**src/kws_pkg.sv**
```systemverilog
// ----------------------------------------------------------------------------
// kws_pkg
// Types and constants shared by the k-mer window scorer modules.
// ----------------------------------------------------------------------------
`default_nettype none

package kws_pkg;

	localparam int FEATURE_SLOTS = 256;
	localparam int SLOT_W        = 8;
	localparam int WINDOW_MAX    = 64;
	localparam int WIN_W         = 7;
	localparam int HIST_W        = 2 * WINDOW_MAX;
	localparam int KMER_MAX      = 8;
	localparam int SUM_W         = 26;

	typedef enum logic [1:0] {
		OP_CLEAR = 2'd0,
		OP_WRITE = 2'd1,
		OP_CHAR  = 2'd2,
		OP_NONE  = 2'd3
	} op_t;

	localparam logic CFG_BIAS   = 1'b0;
	localparam logic CFG_WINDOW = 1'b1;

	localparam logic [7:0] CH_A      = 8'h41;
	localparam logic [7:0] CH_C      = 8'h43;
	localparam logic [7:0] CH_G      = 8'h47;
	localparam logic [7:0] CH_T      = 8'h54;
	localparam logic [7:0] CH_LOW_A  = 8'h61;
	localparam logic [7:0] CH_LOW_Z  = 8'h7A;
	localparam logic [7:0] CASE_GAP  = 8'h20;

	localparam logic [1:0] BASE_A = 2'd0;
	localparam logic [1:0] BASE_C = 2'd1;
	localparam logic [1:0] BASE_G = 2'd2;
	localparam logic [1:0] BASE_T = 2'd3;

	localparam logic signed [24:0] SCORE_MIN = 25'sh1000000;
	localparam logic signed [24:0] SCORE_MAX = 25'sh0FFFFFF;

	typedef struct packed {
		op_t                op;
		logic [7:0]         slot;
		logic [5:0]         offset;
		logic [3:0]         len;
		logic [15:0]        kmer;
		logic signed [15:0] weight;
		logic [1:0]         base;
		logic               bad;
		logic               last;
	} kws_item_t;

	typedef struct packed {
		logic [5:0]  offset;
		logic [3:0]  len;
		logic [15:0] kmer;
		logic [15:0] weight;
	} kws_feat_t;

	localparam int FEAT_W = $bits(kws_feat_t);

endpackage

`default_nettype wire

```
**src/kws_front.sv**
```systemverilog
// ----------------------------------------------------------------------------
// kws_front
// Accepts input items, decodes characters to bases and queues the items.
// ----------------------------------------------------------------------------
`default_nettype none

module kws_front (
	input  wire logic               clk,
	input  wire logic               arst_n,
	input  wire logic               push,
	output logic                    full,
	input  wire logic [1:0]         op,
	input  wire logic [7:0]         slot,
	input  wire logic [5:0]         feat_offset,
	input  wire logic [3:0]         feat_len,
	input  wire logic [15:0]        feat_kmer,
	input  wire logic signed [15:0] feat_weight,
	input  wire logic [7:0]         char_code,
	input  wire logic               last,
	output logic                    q_valid,
	output kws_pkg::kws_item_t      q_item,
	input  wire logic               q_take
);
	import kws_pkg::*;

	kws_item_t  entry_q [2];
	logic       wr_ptr_q;
	logic       rd_ptr_q;
	logic [1:0] count_q;
	logic [7:0] upper;
	kws_item_t  item;
	logic       wr_en;

	always_comb begin
		upper = char_code;
		if (char_code >= CH_LOW_A && char_code <= CH_LOW_Z) begin
			upper = char_code - CASE_GAP;
		end
		item        = '0;
		item.op     = op_t'(op);
		item.slot   = slot;
		item.offset = feat_offset;
		item.len    = feat_len;
		item.kmer   = feat_kmer;
		item.weight = feat_weight;
		item.last   = last;
		item.bad    = 1'b0;
		unique case (upper)
			CH_A: item.base = BASE_A;
			CH_C: item.base = BASE_C;
			CH_G: item.base = BASE_G;
			CH_T: item.base = BASE_T;
			default: begin
				item.base = BASE_A;
				item.bad  = 1'b1;
			end
		endcase
	end

	assign full    = (count_q == 2'd2);
	assign wr_en   = push && !full;
	assign q_valid = (count_q != 2'd0);
	assign q_item  = entry_q[rd_ptr_q];

	always_ff @(posedge clk) begin
		if (wr_en) begin
			entry_q[wr_ptr_q] <= item;
		end
	end

	always_ff @(posedge clk or negedge arst_n) begin
		if (!arst_n) begin
			wr_ptr_q <= 1'b0;
			rd_ptr_q <= 1'b0;
			count_q  <= 2'd0;
		end else begin
			if (wr_en) begin
				wr_ptr_q <= ~wr_ptr_q;
			end
			if (q_take) begin
				rd_ptr_q <= ~rd_ptr_q;
			end
			count_q <= count_q + {1'b0, wr_en} - {1'b0, q_take};
		end
	end

endmodule

`default_nettype wire

```
**config.mk**
```make
export PLATFORM = sky130hd
export DESIGN_NAME = kws_front
export DESIGN_NICKNAME = d
export VERILOG_FILES = /design/src/kws_pkg.sv /design/src/kws_front.sv
export SDC_FILE = /design/constraint.sdc
export NUM_CORES = 1
export LEC_CHECK = 0
export ABC_CLOCK_PERIOD_IN_PS = 4220
export BUFFER_PORTS_ARGS = -buffer_cell sky130_fd_sc_hd__buf_2
export CORE_ASPECT_RATIO = 1.2
export CORE_MARGIN = 3
export CORE_UTILIZATION = 25
export CTS_BUF_LIST = sky130_fd_sc_hd__clkbuf_4 sky130_fd_sc_hd__clkbuf_8
export DETAILED_ROUTE_END_ITERATION = 16
export GPL_TIMING_DRIVEN = 0
export MAX_ROUTING_LAYER = met4
export PLACE_DENSITY = 0.44
export SLEW_MARGIN = 20
export SYNTH_ARGS = -nofsm -noshare
export SYNTH_HDL_FRONTEND = slang
export SYNTH_SLANG_ARGS = --single-unit
```
**constraint.sdc**
```tcl
create_clock -name clk -period 4.22 [get_ports clk]
set_clock_uncertainty 0.15 [all_clocks]
set_input_delay 0.844 -clock clk [delete_from_list [all_inputs] [get_ports clk]]
set_output_delay 0.844 -clock clk [all_outputs]
set_load 0.03 [all_outputs]
```
==> impl_metrics.toml <==
[status]
outcome = "complete, no violations"

[global_routing]
antenna_found_initial = 0
grt_use_met2 = 0.1388
grtUsageMet3 = 0.03822
grt_pass1_vias = 2535
grt_pass1_wl_um = 13230
grt_max_degree = 31
grt_usage = 0.09176
top_usage_layer = "met2"
met1_usage = 0.1083
grt_overflow_total = 0

[detailed_routing]
drtIter0Drc = 125
viasPerCell = 4.003
drt-wirelength-per-cell_um = 14.59
wl_um = 8434
drc = 0
final_antenna_net_count = 0
dr.pass1.iters = 3
vias = 2314

[floorplanning]
initial_utilization = 0.2595
coreArea_sq_um = 17180
ioPinCount = 123
die_y_um = 152.3
die_area_sq_um = 19480
row_count = 52
die_x_um = 127.9

[sta]
min_period_over_period = 0.6321
rsz0062_at_grt = "false"
slew_violations = 0
worst_slew_pin_slew_ps = 722.2
setup_tns_ps = 0
setup_viol = 0
hold_viol = 0
fmax_ghz = 0.3749
min_period_ps = 2668
slew_headroom = 0.5174

[setup_path]
critPathMaxStageDelay_ps = 370
crit_chain = "buf_6 > buf_6 > mux2_4 > buf_2"
arrival_ps = 1670
ff2ff_setup_slack_ps = 2230
timing.rr.end = "entry_q[0][45]"
crit_top_cell = "buf_6"
cp_top_family = "buffers and inverters"
critPathBufInv = 3
crit_type = "flop to output port"
path_max_fanout = 10
startpoint_type = "flop"
worst-r2r-cell-count = 4
reg2reg_from = "count_q[0]"
end_kind = "output port"
crit_path_top_delay_cell = "dfrtp_1"
cp_data_required_time_ps = 3230

[power]
p_per_area_nw_per_um2 = 733.6
ir_worst_vdd_mv = 0.3148
p_leak_uw = 0.002263
total_power_uw = 4249

[cts]
cts_setup_buffers = 0
root_buffer = "clkbuf_8"
cts_tree = "yes"
clock_latency_ps = 420
cts_inserted_buffers = 17
cts.sinks = 116
cts_resized = 0
clk_pin_slew_ps = 70
cts.htree.levels = 4
cts_buffer_depth = 2
cts_hold_buffers = 0

[finish]
multi_input_area_sq_um = 937.1
drive_gt1_frac = 0.6050
antennaDiodeCount = 0
ff_latch_area_sq_um = 3463
final_cell_count_no_fill = 578
syn_to_final_growth_pct = 29.92
nFillCells = 1715
final_nets = 417

[placed_design]
gp_congestion = 0.6616
dp.cells = 546
io_buffers = 122
hpwl_um = 5679

[run]
max_cap_viol_count = 0

[synthesis]
ys_ff_latch = 116
mappedNetlistNets = 273
synthCells = 205
yosys_warnings = 0
synth.distinct_cells = 23
seq_area_frac_synth = 0.7769
syn_avg_cell_area_sq_um = 21.75
netlist_area_sq_um = 4458

[worst_hold_path]
min_path_type = "input port to asynchronous set/reset pin"
-- registers in the layout, summed over array words and instances (netlist names) --
| register | count |
|---|---|
| entry_q | 112 |
| count_q | 2 |
| rd_ptr_q | 1 |
| wr_ptr_q | 1 |
-- cells by family (layout without fill, tap and decap cells) --
| group | count (synthesis) | in the layout | synth area share |
|---|---|---|---|
| xor+xnor | 4 | 4 | 0.007860 |
| mux | 56 | 56 | 0.1667 |
| compound gates | 4 | 4 | 0.005612 |
| simple gates | 12 | 12 | 0.01881 |
| flops | 116 | 116 | 0.7769 |
| fa+ha+maj | 3 | 3 | 0.008421 |
| buf+inv | 10 | 167 | 0.01572 |
-- cell usage after synthesis --
cell      instances  area, sq um
and4b_1           1        10.01
nor2b_1           1        6.260
buf_6             4        45.04
or2_2             1        6.260
and3_1            1        6.260
nor3b_1           1        7.510
buf_2             2        10.01
ha_1              3        37.54
o21ai_0           2        10.01
nand2b_1          1        6.260
nor4bb_1          1        10.01
nor4b_2           1        15.01
inv_1             4        15.01
o21a_1            2        15.01
mux2_4           30        450.4
nor3_1            1        5.000
nor2_1            1        3.750
mux2_2           26        292.8
dfrtp_1           4        100.1
nand2_1           2        7.510
xor2_1            1        8.760
xnor2_1           3        26.28
edfxtp_1        112         3363
-- area by class of cell --
cell class | instances | area share
Clock inverter | 13 | 0.02009
Multi-Input combinational cell | 79 | 0.1618
Clock buffer | 19 | 0.04299
Inverter | 4 | 0.002592
Sequential cell | 116 | 0.5980
Buffer | 6 | 0.009505
Timing Repair Buffer | 125 | 0.1184
Tap cell | 216 | 0.04666
-- through the flow --
step	hold slack [ps]	cell area, sq um	worst slack (ps)	utilization
after CTS	17.46	5792	1464	0.3372
after floorplan	310.4	4458	317.0	-
after global placement	325.4	5339	-1610	0.3108
after global routing	26.32	5792	1423	0.3372
final	68.35	5792	1552	0.3372
after detailed placement	339.2	5426	1797	0.3159
-- worst max path at each step --
stage          startpoint             end  slack, ps  cells after the start
2_1_floorplan        push   entry_q[0][0]        320                      2
4_1_cts          rd_ptr_q      q_item[35]       1460                      4
3_3_place_gp         push  entry_q[0][32]      -1610                      3
5_1_grt          rd_ptr_q      q_item[45]       1420                      4
6_report         rd_ptr_q      q_item[35]       1550                      4
3_5_place_dp         push  entry_q[0][20]       1800                      4
-- placed cells by master, fill, tap and decap left out, drive strengths merged, types with 2 or more instances in the layout --
cell type / Yosys / final
bufinv: 0 / 2
clkinv: 0 / 10
dfrtp: 4 / 4
edfxtp: 112 / 112
xnor2: 3 / 3
inv: 4 / 4
clkbuf: 0 / 19
ha: 3 / 3
nand2: 2 / 2
o21a: 2 / 2
buf: 6 / 131
mux2: 56 / 56
o21ai: 2 / 2
-- routing by layer --
layer  up-vias  part of all wire  routed length, um
met3         9             0.070                590
met4         0             0.014                121
met1      1127              0.42               3549
li1       1093                 -                  -
met5         -                 0                  0
met2        85              0.49               4173
-- power breakdown --
part           leakage [uW]  internal [uW]  switching (uW)
sequential          0.00109           1570            63.8
combinational      0.000988            645            1020
clock              0.000190            524             428
total               0.00226           2740            1510
-- worst register-to-register path: stages, from the launching register on --
cell and delay (ps):
dfrtp_1 370, nand2b_1 170, nand2_1 150, nor2_4 590, buf_16 250
(Power assumes the default switching activity.)
